## src/spf_pkg.sv

```systemverilog
// ---------------------------------------------------------------------------
// spf_pkg
// Types and constants shared by the scanline polygon span fill block.
// ---------------------------------------------------------------------------
package spf_pkg;

   localparam int XW = 10;
   localparam int YW = 9;
   localparam int MAX_VERTICES_DEF = 16;
   localparam int QW = 20;

   localparam logic CMD_LOAD = 1'b0;
   localparam logic CMD_FILL = 1'b1;

   typedef enum logic [3:0] {
      ST_IDLE,
      ST_RD_A,
      ST_RD_B,
      ST_EDGE,
      ST_DIV,
      ST_STORE,
      ST_NEXT,
      ST_SORT_RD,
      ST_SORT_CMP,
      ST_EMIT_RD,
      ST_EMIT_RD2,
      ST_EMIT,
      ST_EMPTY
   } state_type;

   typedef struct packed {
      logic start_fill;
      logic rd_a;
      logic rd_b;
      logic edge_setup;
      logic div_step;
      logic store_cross;
      logic next_edge;
      logic sort_rd;
      logic sort_cmp;
      logic emit_rd;
      logic emit_rd2;
      logic emit_wait;
      logic emit_load;
      logic empty_load;
   } cmd_type;

   typedef struct packed {
      logic edge_hit;
      logic div_done;
      logic edges_done;
      logic sort_done;
      logic emit_done;
      logic none;
   } status_type;

endpackage

```

## src/spf_datapath.sv

```systemverilog
// ---------------------------------------------------------------------------
// spf_datapath
// Vertex and crossing memories, edge setup, serial divider, insertion sort
// and span output register.
// ---------------------------------------------------------------------------
module spf_datapath #(
   parameter int MAX_VERTICES = spf_pkg::MAX_VERTICES_DEF
) (
   input  logic                    clock,
   input  logic                    reset,
   input  logic                    load_en,
   input  logic                    restart,
   input  logic [spf_pkg::XW-1:0]  vertex_x,
   input  logic [spf_pkg::YW-1:0]  vertex_y,
   input  logic [spf_pkg::YW-1:0]  row,
   input  spf_pkg::cmd_type        cmd,
   output spf_pkg::status_type     status,
   output logic                    span_valid,
   output logic [spf_pkg::XW-1:0]  span_start,
   output logic [spf_pkg::XW-1:0]  span_end,
   output logic [spf_pkg::YW-1:0]  span_row,
   output logic                    last
);
   import spf_pkg::*;

   localparam int IW = (MAX_VERTICES > 1) ? $clog2(MAX_VERTICES) : 1;
   localparam int CW = $clog2(MAX_VERTICES + 1);
   localparam int PW = XW + YW + 1;

   logic [XW-1:0] vx_mem [MAX_VERTICES];
   logic [YW-1:0] vy_mem [MAX_VERTICES];
   logic [XW-1:0] cr_mem [MAX_VERTICES];

   logic [CW-1:0] count_ff, count_in;
   logic [CW-1:0] n_ff;
   logic [CW-1:0] edge_ff;
   logic [CW-1:0] k_ff;
   logic [YW-1:0] row_ff;
   logic [XW-1:0] x0_ff;
   logic [YW-1:0] y0_ff;
   logic [XW-1:0] rdx_ff;
   logic [YW-1:0] rdy_ff;

   logic [XW-1:0] xa_ff;
   logic          neg_ff;
   logic [PW-1:0] rem_ff;
   logic [PW-1:0] quo_ff;
   logic [YW-1:0] dy_ff;
   logic [4:0]    bit_ff;

   logic [CW-1:0] si_ff, sj_ff;
   logic [XW-1:0] key_ff;
   logic          key_pend_ff;
   logic          sort_shift_c;
   logic [CW-1:0] cr_rd_addr;
   logic [XW-1:0] cr_rd_ff;
   logic [CW-1:0] pair_ff;
   logic [XW-1:0] e0_ff;

   logic [CW-1:0] nxt;
   logic [CW-1:0] rd_addr;

   always_comb begin
      count_in = count_ff;
      if (load_en) begin
         if (restart) count_in = CW'(1);
         else if (count_ff < CW'(MAX_VERTICES)) count_in = count_ff + CW'(1);
      end
   end

   always_ff @(posedge clock) begin
      if (reset) count_ff <= '0;
      else count_ff <= count_in;
   end

   always_ff @(posedge clock) begin
      if (load_en && (restart || count_ff < CW'(MAX_VERTICES))) begin
         vx_mem[restart ? IW'(0) : count_ff[IW-1:0]] <= vertex_x;
         vy_mem[restart ? IW'(0) : count_ff[IW-1:0]] <= vertex_y;
      end
   end

   assign nxt = (edge_ff + CW'(1) < n_ff) ? edge_ff + CW'(1) : '0;
   assign rd_addr = cmd.rd_a ? edge_ff : nxt;

   always_ff @(posedge clock) begin
      if (cmd.rd_a || cmd.rd_b) begin
         rdx_ff <= vx_mem[rd_addr[IW-1:0]];
         rdy_ff <= vy_mem[rd_addr[IW-1:0]];
      end
   end

   always_ff @(posedge clock) begin
      if (cmd.start_fill) begin
         row_ff  <= row;
         n_ff    <= count_ff;
         edge_ff <= '0;
         k_ff    <= '0;
      end
      if (cmd.rd_b) begin
         x0_ff <= rdx_ff;
         y0_ff <= rdy_ff;
      end
      if (cmd.next_edge) edge_ff <= edge_ff + CW'(1);
      if (cmd.store_cross) k_ff <= k_ff + CW'(1);
   end

   logic [XW-1:0] xa_c, xb_c;
   logic [YW-1:0] ya_c, yb_c;
   logic          hit_c;
   always_comb begin
      if (y0_ff <= rdy_ff) begin
         xa_c = x0_ff; ya_c = y0_ff; xb_c = rdx_ff; yb_c = rdy_ff;
      end else begin
         xa_c = rdx_ff; ya_c = rdy_ff; xb_c = x0_ff; yb_c = y0_ff;
      end
      hit_c = (ya_c <= row_ff) && (row_ff < yb_c) && (k_ff < CW'(MAX_VERTICES));
   end

   logic [XW-1:0] adx_c;
   logic [YW-1:0] dr_c;
   logic [PW-1:0] num_c;
   logic          hit_ff;
   always_comb begin
      adx_c = (xb_c >= xa_c) ? xb_c - xa_c : xa_c - xb_c;
      dr_c  = row_ff - ya_c;
      num_c = PW'(adx_c) * PW'(dr_c);
   end

   always_ff @(posedge clock) begin
      if (cmd.edge_setup) begin
         hit_ff  <= hit_c;
         xa_ff   <= xa_c;
         neg_ff  <= xb_c < xa_c;
         dy_ff   <= yb_c - ya_c;
         quo_ff  <= num_c;
         rem_ff  <= '0;
         bit_ff  <= 5'(PW);
      end else if (cmd.div_step) begin
         logic [PW:0] t;
         t = {rem_ff, quo_ff[PW-1]};
         if (t >= (PW+1)'(dy_ff)) begin
            rem_ff <= PW'(t - (PW+1)'(dy_ff));
            quo_ff <= {quo_ff[PW-2:0], 1'b1};
         end else begin
            rem_ff <= t[PW-1:0];
            quo_ff <= {quo_ff[PW-2:0], 1'b0};
         end
         bit_ff <= bit_ff - 5'd1;
      end
   end

   logic [PW-1:0] qc;
   logic [XW-1:0] cross_c;
   always_comb begin
      qc = quo_ff + PW'(neg_ff && rem_ff != '0);
      cross_c = neg_ff ? xa_ff - qc[XW-1:0] : xa_ff + qc[XW-1:0];
   end

   // Insertion sort: sj_ff walks down, key_ff holds the value being placed.
   // The next key is read in the cycle that writes the current one back.
   assign sort_shift_c = (sj_ff != '0) && (cr_rd_ff > key_ff);

   always_comb begin
      if (cmd.emit_rd) cr_rd_addr = {pair_ff[CW-2:0], 1'b0};
      else if (cmd.emit_rd2 || cmd.emit_wait) cr_rd_addr = {pair_ff[CW-2:0], 1'b1};
      else if (cmd.sort_rd) cr_rd_addr = sj_ff - CW'(1);
      else if (cmd.sort_cmp && !sort_shift_c) cr_rd_addr = si_ff + CW'(1);
      else cr_rd_addr = si_ff;
   end

   always_ff @(posedge clock) begin
      cr_rd_ff <= cr_mem[cr_rd_addr[IW-1:0]];
   end

   always_ff @(posedge clock) begin
      if (cmd.store_cross) cr_mem[k_ff[IW-1:0]] <= cross_c;
      else if (cmd.sort_cmp) begin
         if (sort_shift_c) cr_mem[sj_ff[IW-1:0]] <= cr_rd_ff;
         else cr_mem[sj_ff[IW-1:0]] <= key_ff;
      end
   end

   always_ff @(posedge clock) begin
      if (cmd.start_fill) begin
         si_ff <= CW'(1);
         sj_ff <= CW'(1);
         key_pend_ff <= 1'b1;
         pair_ff <= '0;
      end
      if (cmd.sort_rd && key_pend_ff) begin
         key_ff <= cr_rd_ff;
         key_pend_ff <= 1'b0;
      end
      if (cmd.sort_cmp) begin
         if (sort_shift_c) sj_ff <= sj_ff - CW'(1);
         else begin
            si_ff <= si_ff + CW'(1);
            sj_ff <= si_ff + CW'(1);
            key_pend_ff <= 1'b1;
         end
      end
      if (cmd.emit_rd2) e0_ff <= cr_rd_ff;
      if (cmd.emit_load) pair_ff <= pair_ff + CW'(1);
   end

   logic [CW:0] two_p;
   assign two_p = {pair_ff, 1'b1};

   always_ff @(posedge clock) begin
      if (reset) begin
         span_valid <= 1'b0;
      end else if (cmd.emit_load) begin
         span_valid <= 1'b1;
         span_start <= e0_ff;
         span_end   <= ((CW+1)'(two_p) < (CW+1)'(k_ff)) ? cr_rd_ff : e0_ff;
         span_row   <= row_ff;
         last       <= ((CW+1)'(two_p) + (CW+1)'(1) >= (CW+1)'(k_ff));
      end else if (cmd.empty_load) begin
         span_valid <= 1'b0;
         span_start <= '0;
         span_end   <= '0;
         span_row   <= row_ff;
         last       <= 1'b1;
      end
   end

   assign status.edge_hit   = hit_ff;
   assign status.div_done   = (bit_ff == 5'd0);
   assign status.edges_done = (edge_ff >= n_ff);
   assign status.sort_done  = (si_ff >= k_ff);
   assign status.emit_done  = ({pair_ff, 1'b0} + (CW+1)'(2) >= (CW+1)'(k_ff));
   assign status.none       = (k_ff == '0);
endmodule

```

## src/spf_control.sv

```systemverilog
// ---------------------------------------------------------------------------
// spf_control
// Sequencer for one fill command: edge walk, division, sort and span output.
// ---------------------------------------------------------------------------
module spf_control (
   input  logic                clock,
   input  logic                reset,
   input  logic                fill_go,
   input  spf_pkg::status_type status,
   input  logic                rsp_stall,
   output spf_pkg::cmd_type    cmd,
   output logic                busy
);
   import spf_pkg::*;

   state_type state_ff, state_in;

   always_ff @(posedge clock) begin
      if (reset) state_ff <= ST_IDLE;
      else state_ff <= state_in;
   end

   always_comb begin
      state_in = state_ff;
      case (state_ff)
         ST_IDLE:     if (fill_go) state_in = ST_NEXT;
         ST_NEXT:     state_in = status.edges_done ? ST_SORT_RD : ST_RD_A;
         ST_RD_A:     state_in = ST_RD_B;
         ST_RD_B:     state_in = ST_EDGE;
         ST_EDGE:     state_in = ST_DIV;
         ST_DIV:      if (!status.edge_hit) state_in = ST_STORE;
                      else if (status.div_done) state_in = ST_STORE;
         ST_STORE:    state_in = ST_NEXT;
         ST_SORT_RD:  if (status.none) state_in = ST_EMPTY;
                      else if (status.sort_done) state_in = ST_EMIT_RD;
                      else state_in = ST_SORT_CMP;
         ST_SORT_CMP: state_in = ST_SORT_RD;
         ST_EMIT_RD:  state_in = ST_EMIT_RD2;
         ST_EMIT_RD2: state_in = ST_EMIT;
         ST_EMIT:     if (!rsp_stall) state_in = status.emit_done ? ST_IDLE : ST_EMIT_RD;
         ST_EMPTY:    if (!rsp_stall) state_in = ST_IDLE;
         default:     state_in = ST_IDLE;
      endcase
   end

   always_comb begin
      cmd = '0;
      case (state_ff)
         ST_IDLE:     cmd.start_fill = fill_go;
         ST_RD_A:     cmd.rd_a = 1'b1;
         ST_RD_B:     cmd.rd_b = 1'b1;
         ST_EDGE:     cmd.edge_setup = 1'b1;
         ST_DIV:      cmd.div_step = status.edge_hit && !status.div_done;
         ST_STORE:    begin
            cmd.store_cross = status.edge_hit;
            cmd.next_edge = 1'b1;
         end
         ST_SORT_RD:  cmd.sort_rd = 1'b1;
         ST_SORT_CMP: cmd.sort_cmp = 1'b1;
         ST_EMIT_RD:  cmd.emit_rd = 1'b1;
         ST_EMIT_RD2: cmd.emit_rd2 = 1'b1;
         ST_EMIT:     begin
            cmd.emit_wait = 1'b1;
            cmd.emit_load = !rsp_stall;
         end
         ST_EMPTY:    cmd.empty_load = !rsp_stall;
         default:     cmd = '0;
      endcase
   end

   assign busy = (state_ff != ST_IDLE);
endmodule

```

## src/scanline_polygon_span_fill.sv

```systemverilog
// ---------------------------------------------------------------------------
// scanline_polygon_span_fill
// Loads polygon vertices and emits the filled spans of one scanline row.
//
//   channel  direction  handshake
//   req_     in         req_valid / req_stall
//   rsp_     out        rsp_valid / rsp_stall
//
// A fill walks each edge in turn and runs the 20-step bit-serial divider for
// each edge that crosses the row, then insertion-sorts the crossings and
// emits one span per pair of crossings. Reset empties the vertex store.
// A stalled result holds the sequencer; no request is taken until the last
// result of a row transfers.
// ---------------------------------------------------------------------------
module scanline_polygon_span_fill #(
   parameter int MAX_VERTICES = spf_pkg::MAX_VERTICES_DEF
) (
   input  logic                   clock,
   input  logic                   reset,
   input  logic                   req_valid,
   output logic                   req_stall,
   input  logic                   req_cmd,
   input  logic                   req_restart,
   input  logic [spf_pkg::XW-1:0] req_vertex_x,
   input  logic [spf_pkg::YW-1:0] req_vertex_y,
   input  logic [spf_pkg::YW-1:0] req_row,
   output logic                   rsp_valid,
   input  logic                   rsp_stall,
   output logic                   rsp_span_valid,
   output logic [spf_pkg::XW-1:0] rsp_span_start,
   output logic [spf_pkg::XW-1:0] rsp_span_end,
   output logic [spf_pkg::YW-1:0] rsp_span_row,
   output logic                   rsp_last
);
   import spf_pkg::*;

   cmd_type    cmd;
   status_type status;
   logic       busy, acc;
   logic       out_ff, out_in;

   assign req_stall = busy || out_ff;
   assign acc = req_valid && !req_stall;

   spf_control u_ctl (
      .clock(clock), .reset(reset), .fill_go(acc && req_cmd == CMD_FILL),
      .status(status), .rsp_stall(rsp_stall || out_ff), .cmd(cmd), .busy(busy)
   );

   spf_datapath #(.MAX_VERTICES(MAX_VERTICES)) u_dp (
      .clock(clock), .reset(reset), .load_en(acc && req_cmd == CMD_LOAD),
      .restart(req_restart), .vertex_x(req_vertex_x), .vertex_y(req_vertex_y),
      .row(req_row), .cmd(cmd), .status(status),
      .span_valid(rsp_span_valid), .span_start(rsp_span_start),
      .span_end(rsp_span_end), .span_row(rsp_span_row), .last(rsp_last)
   );

   always_comb begin
      out_in = out_ff;
      if (cmd.emit_load || cmd.empty_load) out_in = 1'b1;
      else if (out_ff && !rsp_stall) out_in = 1'b0;
   end

   always_ff @(posedge clock) begin
      if (reset) out_ff <= 1'b0;
      else out_ff <= out_in;
   end

   assign rsp_valid = out_ff;
endmodule
```

## config.mk

```make
export PLATFORM = sky130hd
export DESIGN_NAME = scanline_polygon_span_fill
export DESIGN_NICKNAME = d
export VERILOG_FILES = /design/src/spf_pkg.sv /design/src/spf_datapath.sv /design/src/spf_control.sv /design/src/scanline_polygon_span_fill.sv
export SDC_FILE = /design/constraint.sdc
export NUM_CORES = 1
export LEC_CHECK = 0
export ABC_AREA = 1
export BUFFER_PORTS_ARGS = -buffer_cell sky130_fd_sc_hd__buf_2
export CORE_UTILIZATION = 51
export DETAILED_ROUTE_END_ITERATION = 8
export MAX_ROUTING_LAYER = met4
export PLACE_DENSITY = 0.64
export SETUP_SLACK_MARGIN = 0.2
export SLEW_MARGIN = 20
export SYNTH_ARGS = -nofsm -noshare
export SYNTH_HDL_FRONTEND = slang
export SYNTH_SLANG_ARGS = --single-unit
```

## constraint.sdc

```tcl
create_clock -name clock -period 10.2 [get_ports clock]
set_input_delay 2.04 -clock clock [delete_from_list [all_inputs] [get_ports clock]]
set_output_delay 2.04 -clock clock [all_outputs]
set_load 0.01 [all_outputs]
```

==> results.txt, run 1 <==
Async S/R FF share, synth = 0
Die height = 264 µm
# rows = 95
H-tree depth = 3
Vias in the first global route = 23,885
Core Region = 67,500 µm²
Max-slew headroom = 0.271
Initial DRC Count = 2,085
Max incr delay on CP = 0.70 ns
Setup Crit Path Kind = register to register
Num Clock Sinks = 679
Dpl hpwl = 57.5 mm
Synthesis-to-finish area growth = 11.0%
# setup viols final = 0
Final worst-path cycle share = 0.866
CP arrival = 9.18 ns
WP data required = 10.55 ns
Synth Register Bits = 679
Max-slew violations = 0
Critical Path Fanout Max = 51
Tightest Pin Transition = 1.09 ns
RSZ-0062 raised after global routing = no
Mapped Area = 35,000 µm²
Post-route ant nets = 0
WP buf/inv = 7
Met3 Use GR = 0.0350
Post-CTS setup buffer count = 0
RD Place Congestion = 0.940
Synth cell types = 56
Synthesized net count = 3,725
Number of synthesized flops with an enable pin = 626
Met1 Use GR = 0.347
Root Driver = clkbuf_16
Die span in x = 264 µm
# resized after CTS = 0
Io pins = 67
Buffers on Ports = 66
Status = finished, final reports clean
Mapped Avg Cell Area = 10.0 µm²
YS warnings = 0
Setup TNS = 0 ns
Seq/Total Area, Yosys = 0.567
Global-route wire length before repair = 135 mm
Most Frequent Cell on Critical Path = inv_1
Layout cells sized above 1 = 0.0850
Largest net degree at the start of global routing = 117
Final Hold Viols = 0
Drt wl/cell = 19.3 µm
Worst skew pair latency = 0.65 ns
Mapped Cells = 3,501
Number of antenna violations at the first check in global routing = 3
Min-delay src = u_dp.count_ff[4]
Maxcap violations = 0
Critical path's slowest cell = xor2_1
Cts bufs inserted = 74
GRT busiest layer = met2
Hold_buf cts = 0
Worst min-delay path class = register to register
Vias per cell = 5.54
Initial core utilization = 0.518
Startpoint Class = register
Total Wirelength = 86.8 mm
DIE AREA = 69,700 µm²
Clock buffer depth = 3
CTS tree = built
Critical Path Start = u_dp.rdy_ff[4]
Gr usage total = 0.257
Clk pin slew, worst setup/hold paths = 0.06 ns
Crit path max-delay family = adder cells
RR Startpoint = u_dp.rdy_ff[4]
DR DRC count = 0
Via count = 24,892
Gr ovfl total = 0
Top_reg_cell synth = edfxtp_1
Critical Path Sink Type = register
Nets@finish = 3,778
Min cycle time layout = 8.83 ns
Max Clock Freq = 113 MHz
Met2 usage = 0.406
Pre-antenna DRT Iters = 5
Clock skew = 0.0616 ns
-- placed cells by master (no fill, tap or decap), types with 8 or more instances in the layout --
| master | instances |
|---|---|
| a21oi_1 | 184 |
| dfxtp_1 | 53 |
| nand4_1 | 20 |
| bufinv_16 | 8 |
| nand2_4 | 12 |
| nor2_1 | 239 |
| buf_2 | 66 |
| clkbuf_16 | 74 |
| nor3_1 | 20 |
| xor2_1 | 61 |
| clkinv_2 | 17 |
| fa_1 | 60 |
| buf_4 | 35 |
| nand2_2 | 21 |
| nand3b_1 | 45 |
| inv_1 | 529 |
| clkinv_1 | 16 |
| xnor2_1 | 16 |
| nand2_1 | 568 |
| nand3_1 | 352 |
| o211ai_1 | 72 |
| o21ai_0 | 231 |
| o21ai_1 | 13 |
| nor2_4 | 8 |
| ha_1 | 130 |
| edfxtp_1 | 626 |
| clkbuf_1 | 12 |
| nor2_2 | 13 |
-- area by class of cell --
cell class / instances / area (µm²)
Inverter: 540 / 2030
Clock buffer: 87 / 1910
Timing Repair Buffer: 101 / 593
Sequential cell: 679 / 19900
Multi-Input combinational cell: 2158 / 12800
Tap cell: 873 / 1090
Antenna cell: 5 / 12.5
Fill cell: 5744 / 28700
Clock inverter: 48 / 597
-- sequential cells by signal (all words and copies together), names as in the netlist, 9 cells and up --
register and count:
u_dp.dy_ff 9, u_dp.xa_ff 10, u_dp.cr_rd_ff 10, u_dp.rdy_ff 9
u_dp.rdx_ff 10, u_dp.row_ff 9, u_dp.quo_ff 20, u_dp.key_ff 10
u_dp.span_end 10, u_dp.e0_ff 10, u_dp.cr_mem 160, u_dp.x0_ff 10
u_dp.span_row 9, u_dp.y0_ff 9, u_dp.rem_ff 20, u_dp.span_start 10
u_dp.vx_mem 160, u_dp.vy_mem 144
-- cell usage after synthesis (60+ instances only) --
cell,instances,area (µm²)
inv_1,530,1990
nor2_1,257,965
o211ai_1,72,541
o21ai_0,235,1180
fa_1,60,1200
xor2_1,61,534
a21oi_1,186,931
ha_1,130,1630
nand2_1,570,2140
nand3_1,353,1770
edfxtp_1,626,18800
clkbuf_1,97,364
-- cell families after synthesis --
family	synth area share
simple gates	0.169
flops	0.567
buf+inv	0.0725
compound gates	0.0912
fa+ha+maj	0.0808
xor+xnor	0.0193
-- routing by layer --
| layer | vias to the layer above | part of all wire |
|---|---|---|
| li1 | 11995 | - |
| met1 | 11964 | 0.44 |
| met2 | 780 | 0.47 |
| met3 | 153 | 0.061 |
| met4 | 0 | 0.027 |
| met5 | - | 0 |
-- metrics by stage --
| stage | cell area (µm²) | instances | setup WS, ns | util | hold slack, ns |
|---|---|---|---|---|---|
| 2_1_floorplan | 35000 | 3501 | 2.79 | - | 0.408 |
| 3_5_place_dp | 36300 | 4351 | 1.43 | 0.538 | 0.421 |
| 6_report | 38900 | 4491 | 1.37 | 0.575 | 0.425 |
| 3_3_place_gp | 36300 | 4351 | 1.72 | 0.538 | 0.417 |
| 4_1_cts | 38800 | 4486 | 1.43 | 0.575 | 0.424 |
| 5_1_grt | 38800 | 4489 | 0.641 | 0.575 | 0.444 |
-- worst paths after layout --
| kind | to | slack, ns | cells after the start |
|---|---|---|---|
| hold / removal | u_dp.n_ff[4] | 0.43 | 0 |
| setup / recovery | u_dp.quo_ff[15] | 1.37 | 38 |
| setup reg to reg | u_dp.quo_ff[15] | 1.37 | 38 |
| hold reg to reg | u_dp.n_ff[4] | 0.43 | 0 |
Power of run 1 is left out: the tool's default activity adds up to more than one toggle a clock period on the data nets, which glitch-free logic cannot reach.
==> inputs of run 2 (changes only) <==
- CORE_ASPECT_RATIO: default -> 1.75
==> run 2 against run 1 <==
Effect of this change:
- worst setup slack better by 0.036 ns
- sequential share of layout area up 0.55 points
- via count is 0.11% lower
- critical endpoint unchanged
==> results.txt, run 2 (synthesized netlist as in run 1, its figures left out) <==
CTS tree = built
Num Clock Sinks = 679
Largest net degree at the start of global routing = 112
Die height = 349 µm
Most Frequent Cell on Critical Path = inv_1
Post-CTS setup buffer count = 0
Final WS setup = 1.41 ns
H-tree depth = 2
Commonest non-fill, non-tap cell in the layout = edfxtp_1
Worst Hold Path EP = u_dp.n_ff[4]
DIE AREA = 69,700 µm²
Met3 Use GR = 0.0285
Multi-input gate area = 12,700 µm²
Final Hold Viols = 0
Synthesis-to-finish area growth = 9.85%
GRT busiest layer = met2
Max incr delay on CP = 0.64 ns
Critical Path Fanout Max = 51
# setup viols final = 0
Io pins = 67
Most frequent cells in the layout = edfxtp_1 (626), nand2_1 (568), inv_1 (529)
Initial core utilization = 0.517
Maxcap violations = 0
Number of fill cells = 5,764
Die span in x = 200 µm
Reg2reg end = u_dp.quo_ff[15]
Initial DRC Count = 1,844
Min-delay src = u_dp.count_ff[4]
Buffers on Ports = 66
# resized after CTS = 0
Cts bufs inserted = 61
Worst R2R Path Depth = 38
Post-placement worst setup slack = 1.51 ns
Clock skew = 0.0546 ns
Global-route wire length before repair = 140 mm
Total Wirelength = 90.0 mm
Layout cells sized above 1 = 0.0803
Clock buffer depth = 3
Met1 Use GR = 0.309
RSZ-0062 raised after global routing = no
Tightest Pin Transition = 1.17 ns
WP data required = 10.55 ns
RR Startpoint = u_dp.rdy_ff[3]
Nets@finish = 3,771
# rows = 126
Met2 usage = 0.493
Post-route ant nets = 0
Root Driver = clkbuf_16
Min cycle time layout = 8.79 ns
Hold_buf cts = 0
Setup TNS = 0 ns
Worst min-delay path class = register to register
Reg-to-reg slack, setup = 1.41 ns
CP arrival = 9.15 ns
Gr usage total = 0.273
Status = finished, final reports clean
Via count = 24,864
DR DRC count = 0
Setup Crit Path Kind = register to register
RD Place Congestion = 0.942
Gr ovfl total = 0
Startpoint Class = register
Max-slew headroom = 0.219
Vias in the first global route = 24,858
Vias per cell = 5.53
WHS Path Cells = 0
Worst skew pair latency = 0.67 ns
Register area = 19,900 µm²
Max Clock Freq = 114 MHz
Clk pin slew, worst setup/hold paths = 0.07 ns
Core Region = 67,600 µm²
Final worst-path cycle share = 0.862
Number of antenna violations at the first check in global routing = 10
Pre-antenna DRT Iters = 7
Dpl hpwl = 62.9 mm
Critical Path Sink Type = register
Critical path's slowest cell = xor2_1
Drt wl/cell = 20.0 µm
Max-slew violations = 0
run 2: worst max-delay path by stage:
stage / startpoint / endpoint / slack, ns / cells past startpoint
after floorplan: u_dp.y0_ff[7] / u_dp.quo_ff[15] / 2.79 / 38
after CTS: u_dp.rdy_ff[3] / u_dp.quo_ff[15] / 1.45 / 38
after global placement: u_dp.rdy_ff[3] / u_dp.quo_ff[15] / 1.65 / 38
after global routing: u_dp.rdy_ff[3] / u_dp.quo_ff[15] / 0.76 / 38
after detailed placement: u_dp.rdy_ff[3] / u_dp.quo_ff[15] / 1.51 / 38
final: u_dp.rdy_ff[3] / u_dp.quo_ff[15] / 1.41 / 38
run 2: routing by layer:
metal | up-vias | wire (µm)
li1 | 11976 | -
met1 | 11933 | 34500
met2 | 742 | 47600
met3 | 213 | 4140
met4 | 0 | 3820
met5 | - | 0
run 2: final cells by class:
cell class | instances | area share
sequential | 679 | 0.517
clock inverter | 37 | 0.0104
inverter | 540 | 0.0527
antenna | 5 | 0.000325
tap | 896 | 0.0292
timing repair buffer | 107 | 0.0166
multi-input combinational | 2158 | 0.331
clock buffer | 76 | 0.0428
run 2: critical path: cells and delay by family (launching register included):
family / cells / cell delay (ns)
flip-flops: 1 / 0.41
XOR/XNOR: 2 / 0.79
adder cells (fa/ha/maj): 7 / 3.15
AND/OR/NAND/NOR: 11 / 1.58
AO/OA/AOI/OAI: 11 / 2.04
buffers and inverters: 7 / 0.48
run 2: through the flow:
stage / util / cell area [µm²] / hold WS [ns] / cells
after global routing: 0.568 / 38400 / 0.463 / 4497
final: 0.568 / 38400 / 0.443 / 4498
after floorplan: - / 35000 / 0.408 / 3501
after global placement: 0.538 / 36400 / 0.417 / 4380
after detailed placement: 0.538 / 36400 / 0.431 / 4380
after CTS: 0.568 / 38400 / 0.446 / 4493
Power of run 2 is left out for the same reason.
==> inputs of run 3 (changes only) <==
- clock period: 10.2 -> 9.5 ns (I/O delays scaled with it)
==> run 3 against run 2 <==
Effect of this change:
- critical path depth unchanged
- global-route usage up 0.24 points
- cell count up 0.22%
- clock skew down 0.028 ns
- die area unchanged
- core utilization up 0.40 points
- routed wire length up 0.55%
- register-to-register slack worse by 0.44 ns
- non-clock buffer count up 2
- first-iteration DRC count down 15%
- cell area up 0.71%
==> results.txt, run 3 (synthesized netlist as in run 1, its figures left out) <==
Largest net degree at the start of global routing = 117
Via count = 24,828
Drt wl/cell = 20.1 µm
Post-route cell area = 38,700 µm²
Core Region = 67,600 µm²
Nets@finish = 3,779
Number of fill cells = 5,758
Gr usage total = 0.276
Io pins = 67
Placed cell areas = 36,400 µm²
Post-route ant nets = 0
# setup viols final = 0
Num Clock Sinks = 679
Most frequent cells in the layout = edfxtp_1 (626), nand2_1 (568), inv_1 (529)
Buffers on Ports = 66
Worst min-delay path class = register to register
Worst skew pair latency = 0.62 ns
Setup Crit Path Kind = register to register
Tightest Pin Transition = 1.14 ns
Root Driver = clkbuf_16
CP arrival = 8.88 ns
Most Frequent Cell on Critical Path = inv_1
RD Place Congestion = 0.930
Dpl hpwl = 62.8 mm
Clock skew = 0.0269 ns
Layout cells sized above 1 = 0.0838
Die height = 349 µm
Max incr delay on CP = 0.55 ns
Status = finished, final reports clean
Number of antenna violations at the first check in global routing = 10
Gr ovfl total = 0
Synthesis-to-finish area growth = 10.6%
# rows = 126
RSZ-0062 raised after global routing = no
Critical path's slowest cell = fa_1
Vias in the first global route = 25,062
Final Hold Viols = 0
CTS tree = built
Startpoint Class = register
Clk pin slew, worst setup/hold paths = 0.06 ns
Post-CTS setup buffer count = 0
H-tree depth = 3
Vias per cell = 5.51
Initial core utilization = 0.517
DR DRC count = 0
Die span in x = 200 µm
Setup TNS = 0 ns
Reg-to-reg slack, setup = 0.97 ns
Max Clock Freq = 117 MHz
Maxcap violations = 0
WP data required = 9.85 ns
Initial DRC Count = 1,569
Critical Path Sink Type = register
Max-slew headroom = 0.238
DIE AREA = 69,700 µm²
Cts bufs inserted = 67
Critical Path Fanout Max = 51
Min cycle time layout = 8.53 ns
Max-slew violations = 0
Clock buffer depth = 3
# resized after CTS = 0
Global-route wire length before repair = 140 mm
Hold_buf cts = 0
Commonest non-fill, non-tap cell in the layout = edfxtp_1
Total Wirelength = 90.5 mm
Pre-antenna DRT Iters = 5
Final worst-path cycle share = 0.898
## run 3: cell count changes in the layout (fill, tap and decap cells not counted), sizes merged
cell    delta
clkbuf     +8
inv        +2
diode      +3
bufinv     +2
buf        +2
clkinv     -7
## run 3: worst max-delay path, delay by kind of cell (launching register included)
| kind | cells | cell delay [ns] |
|---|---|---|
| compound gates | 11 | 2.09 |
| xor+xnor | 2 | 0.59 |
| fa+ha+maj | 7 | 3.15 |
| buf+inv | 7 | 0.42 |
| flops | 1 | 0.41 |
| simple gates | 11 | 1.55 |
## run 3: layer usage
layer | vias to the layer above | GRT usage | share of wire | routed length (µm)
met4 | 0 | 0.111 | 0.037 | 3390
met1 | 11942 | 0.307 | 0.38 | 34700
met2 | 674 | 0.494 | 0.53 | 48200
met5 | - | - | 0 | 0
li1 | 12010 | - | - | -
met3 | 202 | 0.0340 | 0.047 | 4250
## run 3: final cells by class
| class | instances | area [µm²] | share of cell area |
|---|---|---|---|
| Antenna cell | 8 | 20.0 | 0.000517 |
| Sequential cell | 679 | 19900 | 0.513 |
| Tap cell | 896 | 1120 | 0.0290 |
| Inverter | 540 | 2030 | 0.0524 |
| Multi-Input combinational cell | 2158 | 12800 | 0.329 |
| Clock buffer | 84 | 1830 | 0.0473 |
| Timing Repair Buffer | 109 | 653 | 0.0169 |
| Clock inverter | 34 | 448 | 0.0116 |
## run 3: final timing paths
| path | start | end | depth (start not counted) |
|---|---|---|---|
| worst max-delay path | u_dp.rdy_ff[3] | u_dp.quo_ff[15] | 38 |
| worst min-delay path | u_dp.count_ff[4] | u_dp.n_ff[4] | 0 |
| worst max register to register | u_dp.rdy_ff[3] | u_dp.quo_ff[15] | 38 |
| worst min register to register | u_dp.count_ff[4] | u_dp.n_ff[4] | 0 |
## run 3: metrics by stage
step	utilization	worst slack [ns]	hold slack, ns	instances
6_report	0.572	0.966	0.439	4508
3_3_place_gp	0.538	0.919	0.419	4382
5_1_grt	0.572	0.256	0.453	4507
2_1_floorplan	-	2.09	0.408	3501
4_1_cts	0.572	0.800	0.434	4500
3_5_place_dp	0.538	0.837	0.418	4382
Power of run 3 is left out for the same reason.
